$ cat config.mk
export PLATFORM = sky130hd
export DESIGN_NAME = infix_to_postfix_reorder_flat
export DESIGN_NICKNAME = d
export VERILOG_FILES = /design/src/rtl/irp_pkg.sv /design/src/rtl/irp_if.sv /design/src/rtl/infix_to_postfix_reorder.sv /design/src/rtl/irp_stack.sv /design/src/rtl/irp_emit.sv /design/src/rtl/irp_seq.sv /design/src/flat_wrapper.sv
export SDC_FILE = /design/constraint.sdc
export NUM_CORES = 1
export LEC_CHECK = 0
export ABC_AREA = 1
export BUFFER_PORTS_ARGS = -buffer_cell sky130_fd_sc_hd__buf_2
export CAP_MARGIN = 20
export CORE_MARGIN = 4
export CORE_UTILIZATION = 53
export DETAILED_ROUTE_END_ITERATION = 10
export HOLD_SLACK_MARGIN = 0.12
export PLACE_DENSITY = 0.75
export SYNTH_ARGS = -nofsm -noshare
export SYNTH_HDL_FRONTEND = slang
export SYNTH_SLANG_ARGS = --single-unit
$ cat constraint.sdc
create_clock -name i_clk -period 4.4 [get_ports i_clk]
set_input_delay 0.44 -clock i_clk [delete_from_list [all_inputs] [get_ports i_clk]]
set_output_delay 0.44 -clock i_clk [all_outputs]
set_load 0.01 [all_outputs]
$ cat src/rtl/irp_pkg.sv
// Shared types, token codes, microcode table and helper functions of the postfix reorder unit.
package irp_pkg;

    localparam int KindW         = 5;
    localparam int PayloadW      = 64;
    localparam int StackDepthDef = 32;

    typedef logic [KindW-1:0]    t_kind;
    typedef logic [PayloadW-1:0] t_payload;
    typedef logic [2:0]          t_prec;

    // Token codes
    localparam t_kind K_ADD   = 5'd0;
    localparam t_kind K_SUB   = 5'd1;
    localparam t_kind K_MUL   = 5'd2;
    localparam t_kind K_DIV   = 5'd3;
    localparam t_kind K_POW   = 5'd4;
    localparam t_kind K_FN_LO = 5'd5;
    localparam t_kind K_FN_HI = 5'd16;
    localparam t_kind K_LPAR  = 5'd17;
    localparam t_kind K_RPAR  = 5'd18;
    localparam t_kind K_EQ    = 5'd19;
    localparam t_kind K_NEG   = 5'd20;
    localparam t_kind K_NUM   = 5'd21;
    localparam t_kind K_VAR   = 5'd22;
    localparam t_kind K_END   = 5'd23;

    // Precedence levels
    localparam t_prec P_EQ    = 3'd0;
    localparam t_prec P_ADD   = 3'd1;
    localparam t_prec P_MUL   = 3'd2;
    localparam t_prec P_POW   = 3'd3;
    localparam t_prec P_UNARY = 3'd4;
    localparam t_prec P_LPAR  = 3'd5;

    typedef enum logic [1:0] {
        F_OK       = 2'd0,
        F_OVERFLOW = 2'd1,
        F_RPAR     = 2'd2,
        F_LPAR     = 2'd3
    } t_fault;

    typedef enum logic [2:0] {
        CL_OPND,
        CL_PUSH,
        CL_BIN,
        CL_RPAR,
        CL_END,
        CL_NONE
    } t_class;

    // Microprogram addresses
    typedef enum logic [3:0] {
        S_IDLE,
        S_OPND,
        S_PUSH,
        S_TESTB,
        S_WAITB,
        S_TESTR,
        S_WAITR,
        S_TESTE,
        S_WAITE
    } t_step;

    // Jump conditions
    typedef enum logic [2:0] {
        C_NEVER,
        C_DISPATCH,
        C_BSTOP,
        C_RDONE,
        C_EMPTY
    } t_cond;

    // Datapath operations
    typedef enum logic [2:0] {
        U_NONE,
        U_EMIT_TOK,
        U_PUSH,
        U_EMIT_POP,
        U_RP_CLOSE,
        U_EMIT_END,
        U_END_POP
    } t_uop;

    // One control word: op_t and jmp when the condition holds, op_f and nxt otherwise
    typedef struct packed {
        t_cond cond;
        t_uop  op_t;
        t_step jmp;
        t_uop  op_f;
        t_step nxt;
    } t_uword;

    // Stack command and status
    typedef struct packed {
        logic  push;
        logic  pop;
        t_kind wdata;
    } t_stk_cmd;

    typedef struct packed {
        logic  empty;
        logic  full;
        t_kind top;
    } t_stk_stat;

    // Emit request into the holding stage
    typedef struct packed {
        logic     valid;
        t_kind    kind;
        t_payload payload;
        t_fault   fault;
    } t_emit_req;

    typedef struct packed {
        logic can_emit;
    } t_emit_stat;

    function automatic logic f_is_unary(t_kind k);
        return (k >= K_FN_LO && k <= K_FN_HI) || k == K_NEG;
    endfunction

    function automatic logic f_is_binary(t_kind k);
        return k <= K_POW || k == K_EQ;
    endfunction

    function automatic t_prec f_prec(t_kind k);
        t_prec p;
        if (k == K_EQ)          p = P_EQ;
        else if (k <= K_SUB)    p = P_ADD;
        else if (k <= K_DIV)    p = P_MUL;
        else if (k == K_POW)    p = P_POW;
        else if (f_is_unary(k)) p = P_UNARY;
        else                    p = P_LPAR;
        return p;
    endfunction

    // True when stacked token t must be popped before binary token k is pushed
    function automatic logic f_pops(t_kind t, t_kind k);
        t_prec pt;
        t_prec pk;
        pt = f_prec(t);
        pk = f_prec(k);
        return (t != K_LPAR) &&
               (f_is_unary(t) || pt > pk || (pt == pk && k != K_POW));
    endfunction

    function automatic t_class f_class(t_kind k);
        t_class c;
        if (k == K_NUM || k == K_VAR)          c = CL_OPND;
        else if (f_is_unary(k) || k == K_LPAR) c = CL_PUSH;
        else if (f_is_binary(k))               c = CL_BIN;
        else if (k == K_RPAR)                  c = CL_RPAR;
        else if (k == K_END)                   c = CL_END;
        else                                   c = CL_NONE;
        return c;
    endfunction

    // Dispatch table: entry point of each token class
    function automatic t_step f_entry(t_class c);
        t_step s;
        unique case (c)
            CL_OPND: s = S_OPND;
            CL_PUSH: s = S_PUSH;
            CL_BIN:  s = S_TESTB;
            CL_RPAR: s = S_TESTR;
            CL_END:  s = S_TESTE;
            default: s = S_IDLE;
        endcase
        return s;
    endfunction

    // Microprogram ROM
    function automatic t_uword f_ucode(t_step s);
        t_uword w;
        unique case (s)
            S_IDLE:  w = '{C_DISPATCH, U_NONE,     S_IDLE,  U_NONE,     S_IDLE};
            S_OPND:  w = '{C_NEVER,    U_NONE,     S_IDLE,  U_EMIT_TOK, S_IDLE};
            S_PUSH:  w = '{C_NEVER,    U_NONE,     S_IDLE,  U_PUSH,     S_IDLE};
            S_TESTB: w = '{C_BSTOP,    U_NONE,     S_PUSH,  U_EMIT_POP, S_WAITB};
            S_WAITB: w = '{C_NEVER,    U_NONE,     S_IDLE,  U_NONE,     S_TESTB};
            S_TESTR: w = '{C_RDONE,    U_RP_CLOSE, S_IDLE,  U_EMIT_POP, S_WAITR};
            S_WAITR: w = '{C_NEVER,    U_NONE,     S_IDLE,  U_NONE,     S_TESTR};
            S_TESTE: w = '{C_EMPTY,    U_EMIT_END, S_IDLE,  U_END_POP,  S_WAITE};
            S_WAITE: w = '{C_NEVER,    U_NONE,     S_IDLE,  U_NONE,     S_TESTE};
            default: w = '{C_NEVER,    U_NONE,     S_IDLE,  U_NONE,     S_IDLE};
        endcase
        return w;
    endfunction

    // Operations that may place a word into the holding stage
    function automatic logic f_may_emit(t_uop u);
        return u == U_EMIT_TOK || u == U_PUSH || u == U_EMIT_POP ||
               u == U_RP_CLOSE || u == U_EMIT_END || u == U_END_POP;
    endfunction

endpackage

$ cat src/rtl/irp_if.sv
// Token and result channel interfaces of the postfix reorder unit.
interface irp_tok_if;
    logic                  valid;
    logic                  ready;
    logic [irp_pkg::KindW-1:0]    kind;
    logic [irp_pkg::PayloadW-1:0] payload;

    modport source (output valid, output kind, output payload, input ready);
    modport sink   (input valid, input kind, input payload, output ready);
endinterface

interface irp_res_if;
    logic                  valid;
    logic                  ready;
    logic [irp_pkg::KindW-1:0]    out_kind;
    logic [irp_pkg::PayloadW-1:0] out_payload;
    logic                  run_last;
    logic [1:0]            fault;

    modport source (output valid, output out_kind, output out_payload, output run_last,
                    output fault, input ready);
    modport sink   (input valid, input out_kind, input out_payload, input run_last,
                    input fault, output ready);
endinterface

$ cat src/rtl/infix_to_postfix_reorder.sv
// Top level of the infix-to-postfix reorder unit.
//
//  channel  | dir | words                                     | handshake
//  ---------+-----+-------------------------------------------+-------------
//  i_tok    | in  | kind, payload                             | valid/ready
//  o_res    | out | out_kind, out_payload, run_last, fault    | valid/ready
//
// An operand or a push runs a single step; a binary operator, a right paren or end
// runs a test step and pops stacked entries, with a wait step after each pop, set by the
// stack memory's registered read port that must settle after each pop; an unknown
// code goes straight back to idle.
// Reset is synchronous: it clears the step counter, stack count and valid flags;
// stack contents are left unwritten and need no clearing pass.
// A result word waits in a holding stage and the output register; the sequencer
// stalls only when both are full and o_res.ready is low, and takes the next token while one waits.
module infix_to_postfix_reorder #(
    parameter int STACK_DEPTH = irp_pkg::StackDepthDef
) (
    input  logic      i_clk,
    input  logic      i_rst_n,
    irp_tok_if.sink   i_tok,
    irp_res_if.source o_res
);
    irp_pkg::t_stk_cmd   stk_cmd;
    irp_pkg::t_stk_stat  stk_stat;
    irp_pkg::t_emit_req  emit_req;
    irp_pkg::t_emit_stat emit_stat;
    logic                flush;

    irp_seq u_seq (
        .i_clk   (i_clk),
        .i_rst_n (i_rst_n),
        .i_tok   (i_tok),
        .i_stk   (stk_stat),
        .i_emit  (emit_stat),
        .o_stk   (stk_cmd),
        .o_req   (emit_req),
        .o_flush (flush)
    );

    irp_stack #(
        .Depth (STACK_DEPTH)
    ) u_stack (
        .i_clk   (i_clk),
        .i_rst_n (i_rst_n),
        .i_cmd   (stk_cmd),
        .o_stat  (stk_stat)
    );

    irp_emit u_emit (
        .i_clk   (i_clk),
        .i_rst_n (i_rst_n),
        .i_req   (emit_req),
        .i_flush (flush),
        .o_stat  (emit_stat),
        .o_res   (o_res)
    );
endmodule

$ cat src/rtl/irp_stack.sv
// Operator stack: memory with registered top-of-stack read and an entry count.
module irp_stack #(
    parameter int Depth = irp_pkg::StackDepthDef
) (
    input  logic               i_clk,
    input  logic               i_rst_n,
    input  irp_pkg::t_stk_cmd  i_cmd,
    output irp_pkg::t_stk_stat o_stat
);
    localparam int AddrW = $clog2(Depth);
    localparam int CntW  = $clog2(Depth + 1);

    irp_pkg::t_kind r_mem [Depth];
    irp_pkg::t_kind r_top;
    logic [CntW-1:0] r_count;
    logic [CntW-1:0] n_count;
    logic [AddrW-1:0] rd_addr;
    logic [CntW-1:0] cnt_m1;

    // Point the read port at the top entry
    always_comb begin
        cnt_m1  = r_count - 1'b1;
        rd_addr = (r_count == '0) ? '0 : cnt_m1[AddrW-1:0];
    end

    // Write on push, read the top every cycle
    always_ff @(posedge i_clk) begin
        if (i_cmd.push) begin
            r_mem[r_count[AddrW-1:0]] <= i_cmd.wdata;
        end
        r_top <= r_mem[rd_addr];
    end

    // Advance the count
    always_comb begin
        n_count = r_count;
        if (i_cmd.push)     n_count = r_count + 1'b1;
        else if (i_cmd.pop) n_count = cnt_m1;
    end

    always_ff @(posedge i_clk) begin
        if (!i_rst_n) begin
            r_count <= '0;
        end else begin
            r_count <= n_count;
        end
    end

    assign o_stat.empty = (r_count == '0);
    assign o_stat.full  = (r_count == CntW'(Depth));
    assign o_stat.top   = r_top;

    a_no_push_full: assert property (@(posedge i_clk) disable iff (!i_rst_n)
        i_cmd.push |-> !o_stat.full)
        else $error("push onto a full stack");
    a_no_pop_empty: assert property (@(posedge i_clk) disable iff (!i_rst_n)
        i_cmd.pop |-> !o_stat.empty)
        else $error("pop from an empty stack");
    a_one_cmd: assert property (@(posedge i_clk) disable iff (!i_rst_n)
        !(i_cmd.push && i_cmd.pop))
        else $error("push and pop in one cycle");
    a_count_range: assert property (@(posedge i_clk) disable iff (!i_rst_n)
        r_count <= CntW'(Depth))
        else $error("stack count past depth");
endmodule

$ cat src/rtl/irp_emit.sv
// Result path: holding stage that settles the last-word flag, then the output register.
module irp_emit (
    input  logic                i_clk,
    input  logic                i_rst_n,
    input  irp_pkg::t_emit_req  i_req,
    input  logic                i_flush,
    output irp_pkg::t_emit_stat o_stat,
    irp_res_if.source           o_res
);
    irp_pkg::t_kind    r_pend_kind;
    irp_pkg::t_payload r_pend_payload;
    irp_pkg::t_fault   r_pend_fault;
    logic              r_pend_v;

    irp_pkg::t_kind    r_out_kind;
    irp_pkg::t_payload r_out_payload;
    irp_pkg::t_fault   r_out_fault;
    logic              r_out_last;
    logic              r_out_v;

    logic out_free;
    logic load_out;

    // Move the held word out when a newer word arrives or the item ends
    assign out_free = !r_out_v || o_res.ready;
    assign load_out = r_pend_v && out_free && (i_req.valid || i_flush);

    always_ff @(posedge i_clk) begin
        if (!i_rst_n) begin
            r_pend_v <= 1'b0;
            r_out_v  <= 1'b0;
        end else begin
            if (i_req.valid)   r_pend_v <= 1'b1;
            else if (load_out) r_pend_v <= 1'b0;
            if (load_out)         r_out_v <= 1'b1;
            else if (o_res.ready) r_out_v <= 1'b0;
        end
    end

    // Hold payload
    always_ff @(posedge i_clk) begin
        if (i_req.valid) begin
            r_pend_kind    <= i_req.kind;
            r_pend_payload <= i_req.payload;
            r_pend_fault   <= i_req.fault;
        end
        if (load_out) begin
            r_out_kind    <= r_pend_kind;
            r_out_payload <= r_pend_payload;
            r_out_fault   <= r_pend_fault;
            r_out_last    <= !i_req.valid;
        end
    end

    assign o_stat.can_emit = !r_pend_v || out_free;

    assign o_res.valid       = r_out_v;
    assign o_res.out_kind    = r_out_kind;
    assign o_res.out_payload = r_out_payload;
    assign o_res.run_last    = r_out_last;
    assign o_res.fault       = r_out_fault;

    a_req_has_room: assert property (@(posedge i_clk) disable iff (!i_rst_n)
        i_req.valid |-> (!r_pend_v || out_free))
        else $error("word emitted with no room in the result path");
    a_flush_clears: assert property (@(posedge i_clk) disable iff (!i_rst_n)
        (i_flush && !i_req.valid && r_pend_v && out_free) |=> !r_pend_v && r_out_v)
        else $error("held word not moved out at the end of an item");
endmodule

$ cat src/rtl/irp_seq.sv
// Microcoded sequencer: step counter, control-word decode, token register and jumps.
module irp_seq (
    input  logic                i_clk,
    input  logic                i_rst_n,
    irp_tok_if.sink             i_tok,
    input  irp_pkg::t_stk_stat  i_stk,
    input  irp_pkg::t_emit_stat i_emit,
    output irp_pkg::t_stk_cmd   o_stk,
    output irp_pkg::t_emit_req  o_req,
    output logic                o_flush
);
    irp_pkg::t_step    r_pc;
    irp_pkg::t_step    n_pc;
    irp_pkg::t_kind    r_kind;
    irp_pkg::t_payload r_payload;
    logic              r_open;
    logic              n_open;

    irp_pkg::t_uword uw;
    irp_pkg::t_uop   op;
    irp_pkg::t_step  target;
    logic            hit;
    logic            stall;
    logic            idle;
    logic            accept;
    logic            top_lpar;

    // Fetch the control word and evaluate its condition
    always_comb begin
        uw       = irp_pkg::f_ucode(r_pc);
        top_lpar = (i_stk.top == irp_pkg::K_LPAR);
        unique case (uw.cond)
            irp_pkg::C_BSTOP: hit = i_stk.empty || top_lpar ||
                                    !irp_pkg::f_pops(i_stk.top, r_kind);
            irp_pkg::C_RDONE: hit = i_stk.empty || top_lpar;
            irp_pkg::C_EMPTY: hit = i_stk.empty;
            default:          hit = 1'b0;
        endcase
        op     = hit ? uw.op_t : uw.op_f;
        target = hit ? uw.jmp : uw.nxt;
        stall  = irp_pkg::f_may_emit(op) && !i_emit.can_emit;
    end

    assign idle        = (r_pc == irp_pkg::S_IDLE);
    assign i_tok.ready = idle && i_emit.can_emit;
    assign accept      = i_tok.valid && i_tok.ready;
    assign o_flush     = idle;

    // Decode the operation into stack and emit commands
    always_comb begin
        o_stk         = '0;
        o_stk.wdata   = r_kind;
        o_req         = '0;
        o_req.kind    = r_kind;
        o_req.fault   = irp_pkg::F_OK;
        n_open        = r_open;
        if (!stall) begin
            unique case (op)
                irp_pkg::U_EMIT_TOK: begin
                    o_req.valid   = 1'b1;
                    o_req.payload = r_payload;
                end
                irp_pkg::U_PUSH: begin
                    if (i_stk.full) begin
                        o_req.valid = 1'b1;
                        o_req.fault = irp_pkg::F_OVERFLOW;
                    end else begin
                        o_stk.push = 1'b1;
                    end
                end
                irp_pkg::U_EMIT_POP: begin
                    o_req.valid = 1'b1;
                    o_req.kind  = i_stk.top;
                    o_stk.pop   = 1'b1;
                end
                irp_pkg::U_RP_CLOSE: begin
                    if (i_stk.empty) begin
                        o_req.valid = 1'b1;
                        o_req.kind  = irp_pkg::K_RPAR;
                        o_req.fault = irp_pkg::F_RPAR;
                    end else begin
                        o_stk.pop = 1'b1;
                    end
                end
                irp_pkg::U_EMIT_END: begin
                    o_req.valid = 1'b1;
                    o_req.kind  = irp_pkg::K_END;
                    o_req.fault = r_open ? irp_pkg::F_LPAR : irp_pkg::F_OK;
                    n_open      = 1'b0;
                end
                irp_pkg::U_END_POP: begin
                    o_stk.pop = 1'b1;
                    if (top_lpar) begin
                        n_open = 1'b1;
                    end else begin
                        o_req.valid = 1'b1;
                        o_req.kind  = i_stk.top;
                    end
                end
                default: begin
                end
            endcase
        end
    end

    // Next step: dispatch from idle, hold on stall, else follow the jump
    always_comb begin
        if (idle)       n_pc = accept ? irp_pkg::f_entry(irp_pkg::f_class(i_tok.kind))
                                      : irp_pkg::S_IDLE;
        else if (stall) n_pc = r_pc;
        else            n_pc = target;
    end

    always_ff @(posedge i_clk) begin
        if (!i_rst_n) begin
            r_pc   <= irp_pkg::S_IDLE;
            r_open <= 1'b0;
        end else begin
            r_pc   <= n_pc;
            r_open <= n_open;
        end
    end

    // Latch the accepted token
    always_ff @(posedge i_clk) begin
        if (accept) begin
            r_kind    <= i_tok.kind;
            r_payload <= i_tok.payload;
        end
    end

    a_idle_no_op: assert property (@(posedge i_clk) disable iff (!i_rst_n)
        idle |-> !o_req.valid && !o_stk.push && !o_stk.pop)
        else $error("datapath command issued from the idle step");
endmodule
$ cat src/flat_wrapper.sv
// flat-port wrapper written by rule: the top's interface ports become plain ports
module infix_to_postfix_reorder_flat 
#(
    parameter int STACK_DEPTH = irp_pkg::StackDepthDef
)
  (i_clk, i_rst_n, i_tok_valid, i_tok_kind, i_tok_payload, i_tok_ready, o_res_valid, o_res_out_kind, o_res_out_payload, o_res_run_last, o_res_fault, o_res_ready);
  irp_tok_if i_tok_i ();
  irp_res_if o_res_i ();
  input  logic i_clk;
  input  logic i_rst_n;
  input wire logic [$bits(i_tok_i.valid)-1:0] i_tok_valid;
  input wire logic [$bits(i_tok_i.kind)-1:0] i_tok_kind;
  input wire logic [$bits(i_tok_i.payload)-1:0] i_tok_payload;
  output wire logic [$bits(i_tok_i.ready)-1:0] i_tok_ready;
  output wire logic [$bits(o_res_i.valid)-1:0] o_res_valid;
  output wire logic [$bits(o_res_i.out_kind)-1:0] o_res_out_kind;
  output wire logic [$bits(o_res_i.out_payload)-1:0] o_res_out_payload;
  output wire logic [$bits(o_res_i.run_last)-1:0] o_res_run_last;
  output wire logic [$bits(o_res_i.fault)-1:0] o_res_fault;
  input wire logic [$bits(o_res_i.ready)-1:0] o_res_ready;
  assign i_tok_i.valid = i_tok_valid;
  assign i_tok_i.kind = i_tok_kind;
  assign i_tok_i.payload = i_tok_payload;
  assign i_tok_ready = i_tok_i.ready;
  assign o_res_valid = o_res_i.valid;
  assign o_res_out_kind = o_res_i.out_kind;
  assign o_res_out_payload = o_res_i.out_payload;
  assign o_res_run_last = o_res_i.run_last;
  assign o_res_fault = o_res_i.fault;
  assign o_res_i.ready = o_res_ready;
  infix_to_postfix_reorder #(.STACK_DEPTH(STACK_DEPTH)) u_core (.i_clk(i_clk), .i_rst_n(i_rst_n), .i_tok(i_tok_i), .o_res(o_res_i));
endmodule
==> flow_summary_export.csv <==
group,metric,value,unit
outcome,status,"completed",
route,top_layer,"met4",
critical_path,crit_path_max_fanout,28,
min_path,min_path_type,"input pin to register",
floorplanning,start_util,54.1,%
placed_design,place.port_buffers,146,
clock_tree,postCtsSetupBuffers,0,
finish,layout-drive-gt1-share,21.8,%
critical_path,crit_top_cell,"nand2_1",
power,combPwrFrac,14.3,%
power,pwr-share-seq,48.9,%
finish,fillers,1953,
timing,drv_slew,0,
clock_tree,clk_pin_slew_worst_paths,0.06,ns
clock_tree,clock_sinks,400,
placed_design,gp_congestion,0.912,
timing,fin_crit_sh,90.2,%
floorplanning,core,28900,sq um
synth,syn_avg_cell_area,13.5,sq um
clock_tree,cts-resized-gates,0,
finish,multiInputGateArea,3260,sq um
clock_tree,htreeDepth,2,
timing,period_needed,3.97,ns
synth,syn-cell-area,15700,sq um
grt,antenna_found_initial,0,
clock_tree,cts_tree,"built",
route,wl_per_cell,18.6,um
timing,tns,0,ns
critical_path,crit_type,"register to register",
critical_path,worstPathArrival,4.24,ns
timing,fin_skew,0.0348,ns
synth,syn_nets,1248,
timing,finalHoldViolCount,0,
synth,ys_warn_count,0,
clock_tree,clk_latency,0.54,ns
timing,setup_viol,0,
synth,synth_seq_area_share,74.9,%
power,vdd_drop_max,0.360,mV
clock_tree,cts-root-buf,"clkbuf_16",
timing,max_slew.worst_pin.slew,1.02,ns
route,wirelength,33.6,mm
floorplanning,die_w,180,um
timing,slew-limit-headroom,31.7,%
synth,synthesis.instances,1164,
critical_path,cp-end-kind,"register",
critical_path,path_cells,"nor3_1 > o21ai_0 > nand2_1 > nand3b_1 > ha_1 > nand2_1 > nor2_1 > nand2_1 > nand2_1 > nand3_2 > nand2_4 > nand2_2 > nand2_4 > nand2_2 > nand2_4 > nand2_2 > o21ai_4 > clkinvlp_4 > buf_4",
power,cellLeakagePower,7.06,nW
finish,area_delta_synth_final,20.1,%
timing,rsz0062_at_grt,"no",
floorplanning,ioPinCount,147,
route,wl_met3,2.08,mm
critical_path,critPathLaunchType,"register",
route,met2_length,16.8,mm
clock_tree,cts_max_path_buffers,3,
power,p_switching,2.31,mW
critical_path,cp_slowest_cell,"clkinvlp_4",
finish,num_antenna_cells,0,
grt,grt_max_degree,81,
grt,grt_pass1_wl,53.4,mm
route,vias,9747,
route,via_per_inst,5.39,
power,pwr-share-clk,36.8,%
clock_tree,cts_hold_buf,64,
floorplanning,fp.dieArea,32400,sq um
route,drt_iter0_drc,948,
route,postRouteAntennaNets,0,
timing,whs,0.152,ns
grt,overflow,0,
floorplanning,num_rows,62,
grt,track_usage,20.5,%
power,switching_share,25.6,%
clock_tree,cts_inserted_buffers,40,
power,power_density,479,nW/um^2
route,dr.pass1.iters,5,
synth,synthArstFlopShare,0,%
power,p_int,6.71,mW
synth,yosysUniqueCellTypes,49,
finish,seq_area,11700,sq um
flow_run,cap_violations,0,
synth,ys_ff_latch,400,
synth,synth_edf_count,372,
placed_design,hpwl,20.3,mm
route,drc,0,
synth,synth_ff_type,"edfxtp_1",
grt,grt_pass1_vias,9856,
floorplanning,die_y,180,um
route,drt-met1-wl,13.4,mm
critical_path,required,4.67,ns
timing,fmax,252,MHz
critical_path,slowest_delay,0.60,ns
finish,layout.nets,1477,
-- power groups by stage --
stage / combinational [mW] / sequential [mW] / clock [mW]
global route: 1.42 / 4.42 / 3.57
CTS: 1.28 / 4.40 / 3.37
global placement: 1.20 / 4.48 / 0
finish: 1.29 / 4.41 / 3.32
detailed placement: 1.22 / 4.48 / 0
floorplan: 0.821 / 4.49 / 0
-- per-layer routing --
metal  vias up  global-route usage (%)
met5         -                       0
met4         0                    8.63
met3       109                    3.64
met2       385                    34.6
met1      4654                    26.4
li1       4599                       -
-- synth_stat cells (6+ instances only) --
cell,count,share of area (%)
o211ai_1,61,2.9
nand3_2,6,0.38
o31ai_1,20,0.96
nor3_1,6,0.19
nand3_1,39,1.2
ha_1,11,0.88
nand2_2,19,0.76
or2_1,10,0.40
nor2_2,6,0.24
edfxtp_1,372,71
inv_2,14,0.34
or2_2,30,1.2
o21ai_0,14,0.45
clkbuf_1,29,0.69
dfxtp_1,28,3.6
inv_1,109,2.6
o21ai_1,9,0.29
a21oi_1,13,0.42
nand2_1,79,1.9
buf_2,7,0.22
nor2_1,214,5.1
o311ai_0,17,0.95
-- per-stage QoR --
step                total power, mW  util, %  cell area [sq um]  cells  worst slack [ns]
floorplan                      5.31        -              15700   1164            0.0944
global placement               5.67     58.3              16900   1671             0.691
detailed placement             5.70     58.3              16900   1671             0.564
CTS                            9.06     65.0              18800   1808             0.502
global route                   9.40     65.0              18800   1808             0.188
finish                         9.02     65.0              18800   1808             0.430
-- area by class of cell --
| cell class | instances | share of cell area, % |
|---|---|---|
| Clock buffer | 54 | 5.82 |
| Inverter | 129 | 2.67 |
| Timing Repair Buffer | 226 | 8.19 |
| Sequential cell | 400 | 62.3 |
| Tap cell | 384 | 2.55 |
| Multi-Input combinational cell | 596 | 17.3 |
| Clock inverter | 19 | 1.10 |
-- logic make-up (layout without fill, tap and decap cells) --
kind of cell,Yosys count,after routing,share of synthesized area [%]
AOI/OAI and AO/OA,155,155,7.12
xor gates and xnor gates,3,3,0.168
DFF,400,400,74.9
adders and majority gates,11,11,0.879
and+or+nand+nor,427,427,12.7
buffers and inverters,168,428,4.29
-- worst paths after layout --
check,startpoint,end,slack (ns),cells after the start
worst max register to register,u_core.u_seq.r_kind[2],u_core.u_emit.r_pend_payload[61],0.43,19
worst min register to register,u_core.u_emit.r_pend_payload[41],u_core.u_emit.o_res.out_payload[41],0.41,0
worst max-delay path,u_core.u_seq.r_kind[2],u_core.u_emit.r_pend_payload[61],0.43,19
worst min-delay path,i_tok_kind[0],u_core.u_seq.r_kind[0],0.15,1
-- state kept, by name (all words and copies together), names as in the netlist --
register and count:
u_core.u_emit.o_res.fault 2, u_core.u_emit.o_res.out_kind 5, u_core.u_emit.o_res.out_payload 64, u_core.u_emit.o_res.run_last 1, u_core.u_emit.o_res.valid 1, u_core.u_emit.r_pend_fault 2, u_core.u_emit.r_pend_kind 5, u_core.u_emit.r_pend_payload 64
u_core.u_emit.r_pend_v 1, u_core.u_seq.r_kind 5, u_core.u_seq.r_open 1, u_core.u_seq.r_payload 64, u_core.u_seq.r_pc 4, u_core.u_seq.uw 10, u_core.u_stack.r_count 6, u_core.u_stack.r_mem 160
u_core.u_stack.r_top 5
-- worst max-delay path: cells and delay by family (launching register included) --
kind / cells / cell delay, ns
fa+ha+maj: 1 / 0.30
buf+inv: 2 / 1.03
flops: 1 / 0.41
compound gates: 2 / 0.34
simple gates: 14 / 1.64
-- cells in the final DEF, fill, tap and decap left out, types with 11 or more instances in the layout --
cell | netlist | final
nand2_2 | 19 | 19
clkbuf_16 | 0 | 41
dlygate4sd3_1 | 0 | 64
a21oi_1 | 13 | 13
o311ai_0 | 17 | 17
ha_1 | 11 | 11
nand3_1 | 39 | 39
clkbuf_1 | 29 | 11
nor2_1 | 214 | 214
edfxtp_1 | 372 | 372
buf_4 | 0 | 12
o21ai_0 | 14 | 14
or2_2 | 30 | 30
dfxtp_1 | 28 | 28
buf_2 | 7 | 146
inv_2 | 14 | 14
nand2_1 | 79 | 79
o31ai_1 | 20 | 20
inv_1 | 109 | 107
o211ai_1 | 61 | 61
No activity file was read; power rests on OpenSTA's default activity.
